`src/hw/rtl/rhpm_pkg.sv`:
```
// Shared constants, types and sequencer states of the rolling hash pattern matcher.
// Used by the channel interfaces, the modular reducer and the top level.
`timescale 1ns / 1ps

package rhpm_pkg;

  // Storage sizes of the pattern and of the text window.
  localparam int MAX_PATTERN = 64;
  localparam int IDX_W       = (MAX_PATTERN > 1) ? $clog2(MAX_PATTERN) : 1;
  localparam int LEN_W       = $clog2(MAX_PATTERN + 1);

  // Field widths.
  localparam int CHAR_W     = 8;
  localparam int WORD_W     = 32;
  localparam int BASE_W     = 16;
  localparam int POS_W      = 32;
  localparam int CFG_IDX_W  = 4;
  localparam int CFG_DATA_W = 32;

  // The reducer sees at most a word times the base plus a byte.
  localparam int PROD_W = WORD_W + BASE_W;
  localparam int CNT_W  = $clog2(PROD_W + 1);

  // Configuration register indexes and reset values.
  localparam logic [CFG_IDX_W-1:0] CFG_PRIME = CFG_IDX_W'(0);
  localparam logic [CFG_IDX_W-1:0] CFG_BASE  = CFG_IDX_W'(1);
  localparam logic [WORD_W-1:0]    PRIME_RST = 32'd1000000007;
  localparam logic [BASE_W-1:0]    BASE_RST  = 16'd4;

  // Item operation codes.
  localparam logic OP_PATTERN = 1'b0;
  localparam logic OP_TEXT    = 1'b1;

  // Significant width of the product handed to the reducer.
  typedef enum logic [1:0] {
    MR_W32 = 2'd0,
    MR_W40 = 2'd1,
    MR_W48 = 2'd2
  } mr_width_t;

  // Request to the reducer: result = (a * b + c) mod modulus.
  typedef struct packed {
    logic              go;
    mr_width_t         width;
    logic [WORD_W-1:0] a;
    logic [BASE_W-1:0] b;
    logic [CHAR_W-1:0] c;
  } mr_req_t;

  // Reply of the reducer.
  typedef struct packed {
    logic              done;
    logic [WORD_W-1:0] result;
  } mr_rsp_t;

  // Sequencer states of the top level.
  typedef enum logic [17:0] {
    ST_IDLE     = 18'b000000000000000001,
    ST_PPOW     = 18'b000000000000000010,
    ST_PPOW_W   = 18'b000000000000000100,
    ST_PHASH    = 18'b000000000000001000,
    ST_PHASH_W  = 18'b000000000000010000,
    ST_TFILL    = 18'b000000000000100000,
    ST_TFILL_W  = 18'b000000000001000000,
    ST_TLEAD    = 18'b000000000010000000,
    ST_TLEAD_GO = 18'b000000000100000000,
    ST_TLEAD_W  = 18'b000000001000000000,
    ST_TRTH     = 18'b000000010000000000,
    ST_TRTH_W   = 18'b000000100000000000,
    ST_TMAC     = 18'b000001000000000000,
    ST_TMAC_W   = 18'b000010000000000000,
    ST_RPH      = 18'b000100000000000000,
    ST_RPH_W    = 18'b001000000000000000,
    ST_CMP      = 18'b010000000000000000,
    ST_DONE     = 18'b100000000000000000
  } state_t;

endpackage

```
`src/hw/rtl/rhpm_if.sv`:
```
// Valid/ready channel interfaces for the input items and the result items.
// Depends on rhpm_pkg for the field widths.
`timescale 1ns / 1ps

interface rhpm_in_if;
  import rhpm_pkg::*;

  logic              valid;
  logic              ready;
  logic              op;
  logic [CHAR_W-1:0] char_value;
  logic              restart;

  modport source (output valid, output op, output char_value, output restart, input ready);
  modport sink   (input valid, input op, input char_value, input restart, output ready);
endinterface

interface rhpm_out_if;
  import rhpm_pkg::*;

  logic             valid;
  logic             ready;
  logic             match;
  logic [POS_W-1:0] match_start;
  logic             window_full;

  modport source (output valid, output match, output match_start, output window_full,
                  input ready);
  modport sink   (input valid, input match, input match_start, input window_full,
                  output ready);
endinterface

```
`src/hw/rtl/rhpm_ram.sv`:
```
// Generic single-write, single-read RAM with a registered read port.
// No dependencies.
`timescale 1ns / 1ps

module rhpm_ram #(
  parameter int WIDTH = 8,
  parameter int DEPTH = 64,
  localparam int AW   = (DEPTH > 1) ? $clog2(DEPTH) : 1
) (
  input  logic             clk,
  input  logic             we,
  input  logic [AW-1:0]    waddr,
  input  logic [WIDTH-1:0] wdata,
  input  logic [AW-1:0]    raddr,
  output logic [WIDTH-1:0] rdata
);

  logic [WIDTH-1:0] mem_r [DEPTH];

  // Write port and registered read port.
  always_ff @(posedge clk) begin
    if (we) begin
      mem_r[waddr] <= wdata;
    end
    rdata <= mem_r[raddr];
  end

endmodule

```
`src/hw/rtl/rhpm_mulred.sv`:
```
// Multiply-add followed by a bit-serial modular reduction, one bit per cycle.
// Depends on rhpm_pkg for widths and the request and reply structs.
`timescale 1ns / 1ps

module rhpm_mulred (
  input  logic                          clk,
  input  logic                          rst_n,
  input  rhpm_pkg::mr_req_t             req,
  input  logic [rhpm_pkg::WORD_W-1:0]   modulus,
  output rhpm_pkg::mr_rsp_t             rsp
);
  import rhpm_pkg::*;

  logic [PROD_W-1:0] prod;
  logic [PROD_W-1:0] x_aligned;
  logic [CNT_W-1:0]  cnt_load;
  logic [PROD_W-1:0] x_r;
  logic [WORD_W-1:0] r_r;
  logic [CNT_W-1:0]  cnt_r;
  logic              busy_r;
  logic              done_r;
  logic [WORD_W:0]   trial;
  logic [WORD_W:0]   step;

  // Exact product plus addend, left-aligned so the top bit shifts out first.
  always_comb begin
    prod = PROD_W'(req.a) * PROD_W'(req.b) + PROD_W'(req.c);
    case (req.width)
      MR_W48: begin
        x_aligned = prod;
        cnt_load  = CNT_W'(PROD_W);
      end
      MR_W40: begin
        x_aligned = prod << (PROD_W - WORD_W - CHAR_W);
        cnt_load  = CNT_W'(WORD_W + CHAR_W);
      end
      MR_W32: begin
        x_aligned = prod << BASE_W;
        cnt_load  = CNT_W'(WORD_W);
      end
      default: begin
        x_aligned = prod;
        cnt_load  = CNT_W'(PROD_W);
      end
    endcase
  end

  // One restoring step: shift in the next bit, subtract the modulus if it fits.
  // A zero modulus means plain 32-bit wrap, so no subtraction is done.
  always_comb begin
    trial = {r_r, x_r[PROD_W-1]};
    if ((modulus != '0) && (trial >= {1'b0, modulus})) begin
      step = trial - {1'b0, modulus};
    end else begin
      step = trial;
    end
  end

  // Control: step counter and completion pulse.
  always_ff @(posedge clk) begin
    if (!rst_n) begin
      busy_r <= 1'b0;
      done_r <= 1'b0;
      cnt_r  <= '0;
    end else begin
      done_r <= 1'b0;
      if (req.go) begin
        busy_r <= 1'b1;
        cnt_r  <= cnt_load;
      end else if (busy_r) begin
        cnt_r <= cnt_r - CNT_W'(1);
        if (cnt_r == CNT_W'(1)) begin
          busy_r <= 1'b0;
          done_r <= 1'b1;
        end
      end
    end
  end

  // Datapath: operand shift register and partial remainder.
  always_ff @(posedge clk) begin
    if (req.go) begin
      x_r <= x_aligned;
      r_r <= '0;
    end else if (busy_r) begin
      x_r <= x_r << 1;
      r_r <= step[WORD_W-1:0];
    end
  end

  assign rsp.done   = done_r;
  assign rsp.result = r_r;

endmodule

```
`src/hw/rtl/rolling_hash_pattern_matcher_unit.sv`:
```
// Streaming Rabin-Karp matcher: pattern and window stores, hash sequencer, result register.
// Depends on rhpm_pkg, rhpm_if, rhpm_ram and rhpm_mulred.
// A pattern byte updates the leading power and the pattern hash; a full store drops it.
// A text byte adds to the text hash; with the window full it first drops the oldest byte.
// Equal hashes, from fill-up on, are confirmed byte by byte; no pattern gives no match.
// One item at a time, the next after the result is registered; rst_n (sync) resets control.
`timescale 1ns / 1ps

module rolling_hash_pattern_matcher_unit (
  input  logic                              clk,
  input  logic                              rst_n,
  rhpm_in_if.sink                           in_ch,
  rhpm_out_if.source                        out_ch,
  input  logic                              cfg_we,
  input  logic [rhpm_pkg::CFG_IDX_W-1:0]    cfg_index,
  input  logic [rhpm_pkg::CFG_DATA_W-1:0]   cfg_wdata
);
  import rhpm_pkg::*;

  // Configuration registers.
  logic [WORD_W-1:0] prime_r;
  logic [BASE_W-1:0] base_r;

  // Sequencer and architectural state.
  state_t            state_r;
  logic [LEN_W-1:0]  plen_r;
  logic [WORD_W-1:0] ph_r;
  logic [WORD_W-1:0] pow_r;
  logic [LEN_W-1:0]  fill_r;
  logic [WORD_W-1:0] th_r;
  logic [IDX_W-1:0]  head_r;
  logic [POS_W-1:0]  tpos_r;

  // Per-item working registers.
  logic [CHAR_W-1:0] char_r;
  logic [POS_W-1:0]  pos_r;
  logic [WORD_W-1:0] lead_r;
  logic [LEN_W-1:0]  idx_r;
  logic              chk_r;
  logic              mism_r;
  logic              res_hit_r;
  logic              res_full_r;

  // Output register.
  logic              out_valid_r;
  logic              out_match_r;
  logic [POS_W-1:0]  out_start_r;
  logic              out_full_r;

  logic              in_accept;
  logic              out_free;
  logic [LEN_W-1:0]  eff_len;
  logic [LEN_W-1:0]  eff_fill;
  logic [POS_W-1:0]  eff_tpos;
  logic [WORD_W:0]   diff;
  logic [WORD_W-1:0] sub_res;
  logic [IDX_W-1:0]  head_inc;
  logic [LEN_W:0]    cmp_sum;
  logic [IDX_W-1:0]  cmp_addr;

  mr_req_t           mr_req;
  mr_rsp_t           mr_rsp;

  logic              pat_we;
  logic [IDX_W-1:0]  pat_raddr;
  logic [CHAR_W-1:0] pat_rd;
  logic              win_we;
  logic [IDX_W-1:0]  win_waddr;
  logic [IDX_W-1:0]  win_raddr;
  logic [CHAR_W-1:0] win_rd;

  // Handshakes.
  assign in_ch.ready = (state_r == ST_IDLE);
  assign in_accept   = in_ch.valid && in_ch.ready;
  assign out_free    = !out_valid_r || out_ch.ready;

  assign out_ch.valid       = out_valid_r;
  assign out_ch.match       = out_match_r;
  assign out_ch.match_start = out_start_r;
  assign out_ch.window_full = out_full_r;

  // State as seen after a restart of the accepted item.
  assign eff_len  = in_ch.restart ? '0 : plen_r;
  assign eff_fill = in_ch.restart ? '0 : fill_r;
  assign eff_tpos = in_ch.restart ? '0 : tpos_r;

  // Modular subtraction of the leading term from the freshly reduced text hash.
  always_comb begin
    diff = {1'b0, mr_rsp.result} - {1'b0, lead_r};
    if (diff[WORD_W] && (prime_r != '0)) begin
      sub_res = diff[WORD_W-1:0] + prime_r;
    end else begin
      sub_res = diff[WORD_W-1:0];
    end
  end

  // Circular window addressing: oldest byte at head, wrap at the pattern length.
  assign head_inc = ((LEN_W'(head_r) + LEN_W'(1)) == plen_r) ? '0 : head_r + IDX_W'(1);

  always_comb begin
    cmp_sum = (LEN_W + 1)'(head_r) + (LEN_W + 1)'(idx_r);
    if (cmp_sum >= (LEN_W + 1)'(plen_r)) begin
      cmp_sum = cmp_sum - (LEN_W + 1)'(plen_r);
    end
    cmp_addr = cmp_sum[IDX_W-1:0];
  end

  // Requests to the shared reducer.
  always_comb begin
    mr_req       = '0;
    mr_req.width = MR_W48;
    case (state_r)
      ST_PPOW: begin
        mr_req.go = (plen_r != '0);
        mr_req.a  = pow_r;
        mr_req.b  = base_r;
      end
      ST_PHASH: begin
        mr_req.go = 1'b1;
        mr_req.a  = ph_r;
        mr_req.b  = base_r;
        mr_req.c  = char_r;
      end
      ST_TFILL: begin
        mr_req.go = 1'b1;
        mr_req.a  = th_r;
        mr_req.b  = base_r;
        mr_req.c  = char_r;
      end
      ST_TLEAD_GO: begin
        mr_req.go    = 1'b1;
        mr_req.width = MR_W40;
        mr_req.a     = pow_r;
        mr_req.b     = BASE_W'(win_rd);
      end
      ST_TRTH: begin
        mr_req.go    = 1'b1;
        mr_req.width = MR_W32;
        mr_req.a     = th_r;
        mr_req.b     = BASE_W'(1);
      end
      ST_TMAC: begin
        mr_req.go = 1'b1;
        mr_req.a  = th_r;
        mr_req.b  = base_r;
        mr_req.c  = char_r;
      end
      ST_RPH: begin
        mr_req.go    = 1'b1;
        mr_req.width = MR_W32;
        mr_req.a     = ph_r;
        mr_req.b     = BASE_W'(1);
      end
      default: begin
        mr_req.go = 1'b0;
      end
    endcase
  end

  rhpm_mulred u_mulred (
    .clk     (clk),
    .rst_n   (rst_n),
    .req     (mr_req),
    .modulus (prime_r),
    .rsp     (mr_rsp)
  );

  // Pattern store: written while loading, read in order during confirmation.
  assign pat_we    = (state_r == ST_PPOW);
  assign pat_raddr = idx_r[IDX_W-1:0];

  rhpm_ram #(
    .WIDTH (CHAR_W),
    .DEPTH (MAX_PATTERN)
  ) u_pat_ram (
    .clk   (clk),
    .we    (pat_we),
    .waddr (plen_r[IDX_W-1:0]),
    .wdata (char_r),
    .raddr (pat_raddr),
    .rdata (pat_rd)
  );

  // Window store: appended while filling, oldest byte replaced once full.
  assign win_we    = (state_r == ST_TFILL) || ((state_r == ST_TRTH_W) && mr_rsp.done);
  assign win_waddr = (state_r == ST_TFILL) ? fill_r[IDX_W-1:0] : head_r;
  assign win_raddr = (state_r == ST_TLEAD) ? head_r : cmp_addr;

  rhpm_ram #(
    .WIDTH (CHAR_W),
    .DEPTH (MAX_PATTERN)
  ) u_win_ram (
    .clk   (clk),
    .we    (win_we),
    .waddr (win_waddr),
    .wdata (char_r),
    .raddr (win_raddr),
    .rdata (win_rd)
  );

  // Configuration writes; unknown indexes are dropped.
  always_ff @(posedge clk) begin
    if (!rst_n) begin
      prime_r <= PRIME_RST;
      base_r  <= BASE_RST;
    end else if (cfg_we) begin
      case (cfg_index)
        CFG_PRIME: prime_r <= cfg_wdata[WORD_W-1:0];
        CFG_BASE:  base_r  <= cfg_wdata[BASE_W-1:0];
        default:   ;
      endcase
    end
  end

  // Output register valid flag.
  always_ff @(posedge clk) begin
    if (!rst_n) begin
      out_valid_r <= 1'b0;
    end else if ((state_r == ST_DONE) && out_free) begin
      out_valid_r <= 1'b1;
    end else if (out_ch.ready) begin
      out_valid_r <= 1'b0;
    end
  end

  // Main sequencer.
  always_ff @(posedge clk) begin
    if (!rst_n) begin
      state_r <= ST_IDLE;
      plen_r  <= '0;
      ph_r    <= '0;
      pow_r   <= WORD_W'(1);
      fill_r  <= '0;
      th_r    <= '0;
      head_r  <= '0;
      tpos_r  <= '0;
    end else begin
      case (state_r)
        // Take an item and apply its restart and window clearing.
        ST_IDLE: begin
          if (in_accept) begin
            char_r     <= in_ch.char_value;
            res_hit_r  <= 1'b0;
            res_full_r <= 1'b0;
            if (in_ch.op == OP_PATTERN) begin
              if (in_ch.restart) begin
                plen_r <= '0;
                ph_r   <= '0;
                pow_r  <= WORD_W'(1);
              end
              fill_r <= '0;
              th_r   <= '0;
              head_r <= '0;
              state_r <= (eff_len < LEN_W'(MAX_PATTERN)) ? ST_PPOW : ST_DONE;
            end else begin
              if (in_ch.restart) begin
                fill_r <= '0;
                th_r   <= '0;
                head_r <= '0;
              end
              pos_r  <= eff_tpos;
              tpos_r <= eff_tpos + POS_W'(1);
              if (plen_r == '0) begin
                state_r <= ST_DONE;
              end else if (eff_fill < plen_r) begin
                state_r <= ST_TFILL;
              end else begin
                state_r <= ST_TLEAD;
              end
            end
          end
        end

        // Pattern byte: advance the leading power, then the pattern hash.
        ST_PPOW: begin
          state_r <= (plen_r != '0) ? ST_PPOW_W : ST_PHASH;
        end
        ST_PPOW_W: begin
          if (mr_rsp.done) begin
            pow_r   <= mr_rsp.result;
            state_r <= ST_PHASH;
          end
        end
        ST_PHASH: begin
          state_r <= ST_PHASH_W;
        end
        ST_PHASH_W: begin
          if (mr_rsp.done) begin
            ph_r    <= mr_rsp.result;
            plen_r  <= plen_r + LEN_W'(1);
            state_r <= ST_DONE;
          end
        end

        // Text byte while the window fills.
        ST_TFILL: begin
          fill_r  <= fill_r + LEN_W'(1);
          state_r <= ST_TFILL_W;
        end
        ST_TFILL_W: begin
          if (mr_rsp.done) begin
            th_r <= mr_rsp.result;
            if (fill_r == plen_r) begin
              res_full_r <= 1'b1;
              state_r    <= ST_RPH;
            end else begin
              state_r <= ST_DONE;
            end
          end
        end

        // Text byte with a full window: drop the oldest byte, add the new one.
        ST_TLEAD: begin
          state_r <= ST_TLEAD_GO;
        end
        ST_TLEAD_GO: begin
          state_r <= ST_TLEAD_W;
        end
        ST_TLEAD_W: begin
          if (mr_rsp.done) begin
            lead_r  <= mr_rsp.result;
            state_r <= ST_TRTH;
          end
        end
        ST_TRTH: begin
          state_r <= ST_TRTH_W;
        end
        ST_TRTH_W: begin
          if (mr_rsp.done) begin
            th_r    <= sub_res;
            head_r  <= head_inc;
            state_r <= ST_TMAC;
          end
        end
        ST_TMAC: begin
          state_r <= ST_TMAC_W;
        end
        ST_TMAC_W: begin
          if (mr_rsp.done) begin
            th_r       <= mr_rsp.result;
            res_full_r <= 1'b1;
            state_r    <= ST_RPH;
          end
        end

        // Compare hashes under the current modulus.
        ST_RPH: begin
          state_r <= ST_RPH_W;
        end
        ST_RPH_W: begin
          if (mr_rsp.done) begin
            if (mr_rsp.result == th_r) begin
              idx_r   <= '0;
              chk_r   <= 1'b0;
              mism_r  <= 1'b0;
              state_r <= ST_CMP;
            end else begin
              state_r <= ST_DONE;
            end
          end
        end

        // Confirm byte by byte; read data arrives in the cycle after its address.
        ST_CMP: begin
          if (idx_r < plen_r) begin
            idx_r <= idx_r + LEN_W'(1);
            chk_r <= 1'b1;
          end else begin
            chk_r <= 1'b0;
          end
          if (chk_r && (pat_rd != win_rd)) begin
            mism_r <= 1'b1;
          end
          if ((idx_r == plen_r) && !chk_r) begin
            res_hit_r <= !mism_r;
            state_r   <= ST_DONE;
          end
        end

        // Hand the result to the output register once it is free.
        ST_DONE: begin
          if (out_free) begin
            out_match_r <= res_hit_r;
            out_start_r <= res_hit_r ? (pos_r - POS_W'(plen_r) + POS_W'(1)) : '0;
            out_full_r  <= res_full_r;
            state_r     <= ST_IDLE;
          end
        end

        default: begin
          state_r <= ST_IDLE;
        end
      endcase
    end
  end

endmodule
```
`src/flat_wrapper.sv`:
```
// flat-port wrapper written by rule: the top's interface ports become plain ports
module rolling_hash_pattern_matcher_unit_flat import rhpm_pkg::*;
  (clk, rst_n, cfg_we, cfg_index, cfg_wdata, in_ch_valid, in_ch_op, in_ch_char_value, in_ch_restart, in_ch_ready, out_ch_valid, out_ch_match, out_ch_match_start, out_ch_window_full, out_ch_ready);
  rhpm_in_if in_ch_i ();
  rhpm_out_if out_ch_i ();
  input  logic clk;
  input  logic rst_n;
  input  logic cfg_we;
  input  logic [rhpm_pkg::CFG_IDX_W-1:0] cfg_index;
  input  logic [rhpm_pkg::CFG_DATA_W-1:0] cfg_wdata;
  input wire logic [$bits(in_ch_i.valid)-1:0] in_ch_valid;
  input wire logic [$bits(in_ch_i.op)-1:0] in_ch_op;
  input wire logic [$bits(in_ch_i.char_value)-1:0] in_ch_char_value;
  input wire logic [$bits(in_ch_i.restart)-1:0] in_ch_restart;
  output wire logic [$bits(in_ch_i.ready)-1:0] in_ch_ready;
  output wire logic [$bits(out_ch_i.valid)-1:0] out_ch_valid;
  output wire logic [$bits(out_ch_i.match)-1:0] out_ch_match;
  output wire logic [$bits(out_ch_i.match_start)-1:0] out_ch_match_start;
  output wire logic [$bits(out_ch_i.window_full)-1:0] out_ch_window_full;
  input wire logic [$bits(out_ch_i.ready)-1:0] out_ch_ready;
  assign in_ch_i.valid = in_ch_valid;
  assign in_ch_i.op = in_ch_op;
  assign in_ch_i.char_value = in_ch_char_value;
  assign in_ch_i.restart = in_ch_restart;
  assign in_ch_ready = in_ch_i.ready;
  assign out_ch_valid = out_ch_i.valid;
  assign out_ch_match = out_ch_i.match;
  assign out_ch_match_start = out_ch_i.match_start;
  assign out_ch_window_full = out_ch_i.window_full;
  assign out_ch_i.ready = out_ch_ready;
  rolling_hash_pattern_matcher_unit u_core (.clk(clk), .rst_n(rst_n), .in_ch(in_ch_i), .out_ch(out_ch_i), .cfg_we(cfg_we), .cfg_index(cfg_index), .cfg_wdata(cfg_wdata));
endmodule
```
`config.mk`:
```
export PLATFORM = sky130hd
export DESIGN_NAME = rolling_hash_pattern_matcher_unit_flat
export DESIGN_NICKNAME = d
export VERILOG_FILES = /design/src/hw/rtl/rhpm_pkg.sv /design/src/hw/rtl/rhpm_if.sv /design/src/hw/rtl/rhpm_ram.sv /design/src/hw/rtl/rhpm_mulred.sv /design/src/hw/rtl/rolling_hash_pattern_matcher_unit.sv /design/src/flat_wrapper.sv
export SDC_FILE = /design/constraint.sdc
export NUM_CORES = 2
export LEC_CHECK = 0
export BUFFER_PORTS_ARGS = -buffer_cell sky130_fd_sc_hd__buf_4
export CAP_MARGIN = 20
export CORE_MARGIN = 8
export CORE_UTILIZATION = 53
export DETAILED_ROUTE_END_ITERATION = 16
export PLACE_DENSITY = 0.73
export SYNTH_ARGS = -nofsm -noshare
export SYNTH_HDL_FRONTEND = slang
export SYNTH_SLANG_ARGS = --single-unit
```
`constraint.sdc`:
```
create_clock -name clk -period 10.2 [get_ports clk]
set_input_delay 1.53 -clock clk [delete_from_list [all_inputs] [get_ports clk]]
set_output_delay 1.53 -clock clk [all_outputs]
set_load 0.01 [all_outputs]
```
== After elaboration in Yosys (flattened, before gate mapping) ==
Memories as Yosys holds them, arrays and structs flattened. A register that Yosys moved wholly into a read port is not among the register bits.
Index checks and enable logic that the tools add are counted.
Operators by class
  reduce and logical (&&, ||, !) cells: 52
  $lt $le $gt $ge: 5
  add/sub/neg operators: 15
  equal/unequal tests: 44
  bitwise operators: 2
  $mul: 1
  mux-type cells: 89
Operator list (number)
  32-bit two-way mux: 13
  18-bit one-hot mux with 18 select lines: 1
  48-bit one-hot mux with 6 select lines: 1
  18-bit two-way mux: 15
  32-bit one-hot mux with 2 select lines: 2
  48-bit two-way mux: 2
  32-bit one-hot mux with 3 select lines: 1
  48-bit one-hot mux with 2 select lines: 1
  7-bit two-way mux: 10
  32-bit by 1-bit adder with 32-bit output, second input constant: 2
  6-bit two-way mux: 10
  48-bit by 8-bit adder with 48-bit output: 1
  32-bit by 16-bit multiplier with 48-bit output: 1
  7-bit one-hot mux with 2 select lines: 3
  33-bit by 32-bit greater-or-equal comparator with 1-bit output: 1
  32-bit by 32-bit subtractor with 33-bit output: 1
  32-bit adder: 1
  32-bit == test: 1
  32-bit nonzero test: 1
  32-bit subtractor: 1
  32-bit by 7-bit subtractor with 32-bit output: 1
  5-bit AND reduction: 5
  7-bit by 1-bit adder with 7-bit output, second input constant: 3
  7-bit == test: 3
  other kinds (59): 127
Storage, ports and cells
  memory bits (writable): 1024
  memories kept: 2
  word-level logic and storage cells: 237
  input port bits: 51
  bits in registers: 420
  output and inout port bits: 36
Memory list
  u_core.u_pat_ram.mem_r: words 64, bits a word 8, rd ports 1, clocked after Yosys merged registers in 1, write ports 1, line rhpm_ram.sv:18  | logic [WIDTH-1:0] mem_r [DEPTH];
  u_core.u_win_ram.mem_r: words 64, bits a word 8, rd ports 1, clocked after Yosys merged registers in 1, write ports 1, line rhpm_ram.sv:18

== Depth between registers and ports, before layout ==
  depth after elaboration: 7
  depth in mapped cells: 34
  gate-level depth less buffers: 32

== Hierarchy ==
From an unflattened synthesis, not the netlist that was laid out.
Unflattened totals
  cell total of the unflattened synthesis: 7111
  area total of the unflattened synthesis: 84653.7 um^2
Modules (own cells, without submodules)
  rhpm_mulred: cells each 2789, area each 23547.6 um^2, seq. area each 2242.2 um^2, times used 1
  rolling_hash_pattern_matcher_unit: cells each 2410, area each 20748.6 um^2, seq. area each 7817.5 um^2, times used 1
  rhpm_ram (u_core.u_pat_ram): cells each 972, area each 20190.6 um^2, seq. area each 15534.9 um^2, times used 1
  rhpm_ram (u_core.u_win_ram): cells each 940, area each 20166.8 um^2, seq. area each 15534.9 um^2, times used 1

== Least setup slack after synthesis ==
OpenSTA, ideal clock, no wires.
  path type: flip-flop to flip-flop
  from: register u_core.state_r[0]
  to: register u_core.u_mulred.x_r[43] (data pin)
  setup time: 0.138 ns
  setup slack: 1.463 ns
  arrival time: 8.599 ns
  path buffers: 3
  period minus slack after synthesis: 8.737 ns
  data required time: 10.062 ns
  cell stages (with the launch flop): 34
  path through: dfxtp_1 or4_4 nor4_4 and4_1 a31oi_1 nand3_1 buf_2 a22o_1 clkbuf_1 clkbuf_1 nand2_1 fa_1 inv_1 fa_1 inv_1 fa_1 inv_1 fa_1 fa_1 inv_1 fa_1 inv_1 ha_1 and3_1 a221o_1 a21oi_1 o31ai_1 a31oi_1 o21ai_0 a21oi_1 o211ai_1 a221oi_1 mux2_2 nor2_1
On the way
  longest elaborated chain between the ends: 7
  elaborated cells between the ends (all ways): 21
  those cells by class: 1 x add/sub; 1 x mul; 8 x eq/ne; 6 x mux; 5 x reduce/logical
RTL lines
  from (decl): line rolling_hash_pattern_matcher_unit.sv:25  | state_t state_r;
  from (signal assigned): line rolling_hash_pattern_matcher_unit.sv:254  | state_r <= (eff_len < LEN_W'(MAX_PATTERN)) ? ST_PPOW : ST_DONE;
  from (signal assigned): line rolling_hash_pattern_matcher_unit.sv:276  | state_r <= (plen_r != '0) ? ST_PPOW_W : ST_PHASH;
  18-bit by 13-bit == test with 1-bit output or 18-bit by 6-bit == test with 1-bit output (tied branches): line rolling_hash_pattern_matcher_unit.sv:112  | case (state_r)
  2-bit OR reduction (no line)
  48-bit one-hot mux with 6 select lines: line rolling_hash_pattern_matcher_unit.sv:112
  32-bit by 16-bit multiplier with 48-bit output: line rhpm_mulred.sv:27  | prod = PROD_W'(req.a) * PROD_W'(req.b) + PROD_W'(req.c);
  48-bit by 8-bit adder with 48-bit output: line rhpm_mulred.sv:27
  48-bit one-hot mux with 2 select lines: line rhpm_mulred.sv:28  | case (req.width)
  48-bit two-way mux (*): line rhpm_mulred.sv:82  | if (req.go) begin
  to (signal assigned): line rhpm_mulred.sv:83  | x_r <= x_aligned;
  to (signal assigned): line rhpm_mulred.sv:86  | x_r <= x_r << 1;
  to (decl): line rhpm_mulred.sv:17  | logic [PROD_W-1:0] x_r;
Every way passes the cells marked *; elsewhere a longest branch is shown, timed or not.
A chain may end at the register's enable or synchronous reset.

== Final worst setup path ==
  from: register u_core.state_r[17]
  to: register u_core.u_mulred.x_r[46] (data pin)
Same word-level chain as after synthesis.

==> summary.md <==
| Metric | Value |
|---|---|
| Vias | `approximately 60000` |
| Hold crit path type | `flip-flop to flip-flop` |
| Most frequent cell after synthesis | `edfxtp_1` |
| Met1 usage | `35.5%` |
| Grt total ovfl | `0` |
| Mapped Cells | `a little under 8000` |
| Post-synth top area share | `42.5%` |
| Clock skew | `0.0654 ns` |
| Largest net degree at the start of global routing | `between 150 and 200` |
| Clk_lat worst skew | `0.81 ns` |
| Clock share of power | `slightly below 40%` |
| Flop pwr share | `46.2%` |
| EDFF count, synth | `1189` |
| P_int | `10500 uW` |
| Final setup viols | `0` |
| Max Clock Freq | `103 MHz` |
| Drt total wl | `236000 microns` |
| Worst hold path depth | `2` |
| Met2 GRT Util | `between 40 and 50%` |
| Number of fill cells | `13000` |
| Yosys warns | `0` |
| Initial antenna violation count | `4` |
| Layout cells sized above 1 | `7.93%` |
| Final period utilization | `95.4%` |
| Synth unique cells | `96` |
| Post-Synth XOR/XNOR Area | `2.41%` |
| FFs w/ async S/R, synth | `0%` |
| Startpoint Class | `flip-flop` |
| PwrDens | `approximately 160 nW/um^2` |
| Status | `finished clean` |
| Total CTS buffers | `150` |
| Clock sink total | `1460` |
| Area growth, synth to finish | `9.35%` |
| Sw frac | `27.0%` |
| Combinational power share | `roughly 15%` |
| Global-route wire length before repair | `359000 microns` |
| CP max-delay cell | `a2111oi_1` |
| Post-Synth Simple-Gate Area | `14.2%` |
| RR Startpoint | `u_core.state_r[17]` |
| Setup slack after layout | `0.474 ns` |
| Syn Std Cell Area | `84000 sq um` |
| Final HPWL DP | `165000 microns` |
| Adder-cell share of the synthesized area | `15.0%` |
| TNS Setup | `0 ns` |
| FP Rows | `146` |
| Num ports | `87` |
| Cell Area, Placed | `86600 sq um` |
| Met3 GRT Util | `3.60%` |
| Critical path's top delay family | `adder cells` |
| Routability Congestion | `about 1` |
| Post-synthesis mux area share | `4.88%` |
| Critical Path End Type | `flip-flop` |
| Pre-CTS WS | `0.507 ns` |
| P_sw | `3880 uW` |
| Ys flop type | `edfxtp_1` |
| Worst path required time | `10.69 ns` |
| TritonCTS clock tree | `built` |
| Most frequent CP cell | `fa_1` |
| H-tree levels | `4` |
| Vias in the first global route | `59300` |
| Slew of the pin with the lowest slew margin | `1.12 ns` |
| Fin Hold WS | `0.454 ns` |
| Initial DRC count | `6528` |
| Hold Vio Cnt, Final | `0` |
| Main combinational cell family by area after synthesis | `adder cells` |
| DIE AREA | `171000 sq um` |
| Final min period | `9.73 ns` |
| Avg WL per Cell | `23.7 microns` |
| Layer with the highest usage | `met2` |
| Crit Path Max Fanout | `32` |
| Min-Delay Endpoint | `u_core.pow_r[2]` |
| R2R Path End | `u_core.u_mulred.x_r[46]` |
| Critical path class | `flip-flop to flip-flop` |
| Compound-Gate Fraction of Synth Area | `9.57%` |
| Core area | `~160000 sq um` |
| Synthesized flop and latch total | `1460` |
| Synth Area per Inst | `10.8 sq um` |
| Final Non-Filler Cells | `9944` |
| Mapped Nets | `8567` |
| DR pass1 iterations | `6` |
| Placed cells | `roughly 9700` |
| Post-synth top cells | `edfxtp_1, nand2_1, nor2_1, inv_1, fa_1` |
| Die X | `414 microns` |
| Die height | `414 microns` |
| Leading area contributor after synthesis | `edfxtp_1` |
| DRC | `0` |
| Slew Limit Fails | `0` |
| CP Buf/Inv Count | `5` |
| Routed Antenna Nets | `0` |
| Worst r2r path cells | `31` |
| Rel. slew slack | `23.3%` |
| HP Start | `u_core.pow_r[2]` |
| CTS clk-pin slew, worst paths | `0.06 ns` |
| RSZ-0062 raised after global routing | `no` |
| Vias per cell | `6.04` |
| Leakage | `0.0352 uW` |
| GRT Total Usage | `27.2%` |
| R2R setup slack | `0.47 ns` |
| Initial Utilization | `53.2%` |
| CTS root buffer | `clkbuf_16` |
| Largest cells by area after synthesis | `edfxtp_1, fa_1, dfxtp_1` |
| Crit path largest cell delay | `0.60 ns` |
| Peak supply drop | `0.202 mV` |
| Buffers on Ports | `86` |
| Nets | `about 8500` |
| WP data arrival | `10.21 ns` |
| Design Area, Final | `91800 sq um` |
| Seq/Total Area, Yosys | `49.0%` |
| Max_cap viols | `0` |
| Max Buffers Root-to-Sink | `3` |
-- cells by family after synthesis --
family          after synthesis
mux                         273
simple gates               2719
buf+inv                    1086
xor+xnor                    231
fa+ha+maj                   744
compound gates             1259
flops                      1460
-- per-stage QoR --
stage	util (%)	total power (uW)
6_report	58.2	14400
5_1_grt	58.2	14900
4_1_cts	58.1	14400
3_5_place_dp	54.9	8860
3_3_place_gp	54.9	8830
2_1_floorplan	-	8230
-- repair_timing --
item	in CTS	in global routing
buffers inserted	0	5
endpoints found under the hold margin	0	0
endpoints found under the setup margin	0	6
resized for setup	0	4
hold buffers	0	0
-- worst max-delay path by stage --
stage	slack [ns]	depth (start not counted)	from	to
2_1_floorplan	1.46	33	u_core.state_r[0]	u_core.u_mulred.x_r[43]
3_3_place_gp	0.68	31	u_core.state_r[12]	u_core.u_mulred.x_r[43]
3_5_place_dp	0.51	31	u_core.state_r[12]	u_core.u_mulred.x_r[43]
4_1_cts	0.44	31	u_core.state_r[13]	u_core.u_mulred.x_r[43]
5_1_grt	0.05	31	u_core.state_r[0]	u_core.u_mulred.x_r[36]
6_report	0.47	31	u_core.state_r[17]	u_core.u_mulred.x_r[46]
-- state kept, by name (all words and copies together), names as in the netlist, 7 cells and up --
signal	cells
u_core.base_r	16
u_core.char_r	8
u_core.fill_r	7
u_core.idx_r	7
u_core.lead_r	32
u_core.out_ch.match_start	32
u_core.ph_r	32
u_core.plen_r	7
u_core.pos_r	32
u_core.pow_r	32
u_core.prime_r	32
u_core.state_r	18
u_core.th_r	32
u_core.tpos_r	32
u_core.u_mulred.r_r	32
u_core.u_mulred.x_r	48
u_core.u_pat_ram.mem_r	512
u_core.u_pat_ram.rdata	8
u_core.u_win_ram.mem_r	512
u_core.u_win_ram.rdata	8
-- tightest hold or removal path, cell delays in order, from the launching register on --
cell     delay [ns]
dfxtp_1        0.31
nand2_1        0.05
a21oi_1        0.05
-- layer usage --
layer / up-vias / wire length [microns]
li1: 27000 / -
met1: 29700 / 93500
met2: 2790 / 114000
met3: 586 / 16700
met4: 0 / 11800
met5: - / 0
-- layout make-up --
class	count	area, sq um	share of cell area (%)
Antenna cell	1	2.50	0.00273
Clock buffer	182	3950	4.30
Clock inverter	95	1130	1.23
Inverter	701	2640	2.87
Multi-Input combinational cell	5226	38700	42.2
Sequential cell	1460	41100	44.8
Tap cell	2072	2590	2.82
Timing Repair Buffer	207	1640	1.79
-- power by group through the flow --
stage                     registers [uW]  clock network, uW  logic, uW
after floorplan                     6760                  0       1470
after global placement              6770                  0       2060
after detailed placement            6780                  0       2090
after CTS                           6650               5660       2100
after global routing                6650               5880       2320
final                               6650               5600       2140
-- cell usage in the layout, fill, tap and decap left out, types with 84 or more instances in the layout --
cell / Yosys / routed
a21oi_1: 394 / 393
fa_1: 432 / 432
inv_1: 699 / 698
mux2i_1: 149 / 149
buf_4: 5 / 200
mux4_2: 107 / 107
xor2_1: 106 / 106
clkbuf_16: 0 / 151
dfxtp_1: 271 / 271
nand3_1: 193 / 193
a22oi_1: 87 / 84
o21ai_0: 239 / 239
edfxtp_1: 1189 / 1189
ha_1: 312 / 312
xnor2_1: 125 / 125
nor2_1: 835 / 835
nand2_1: 1161 / 1161
(Power assumes the default switching activity.)
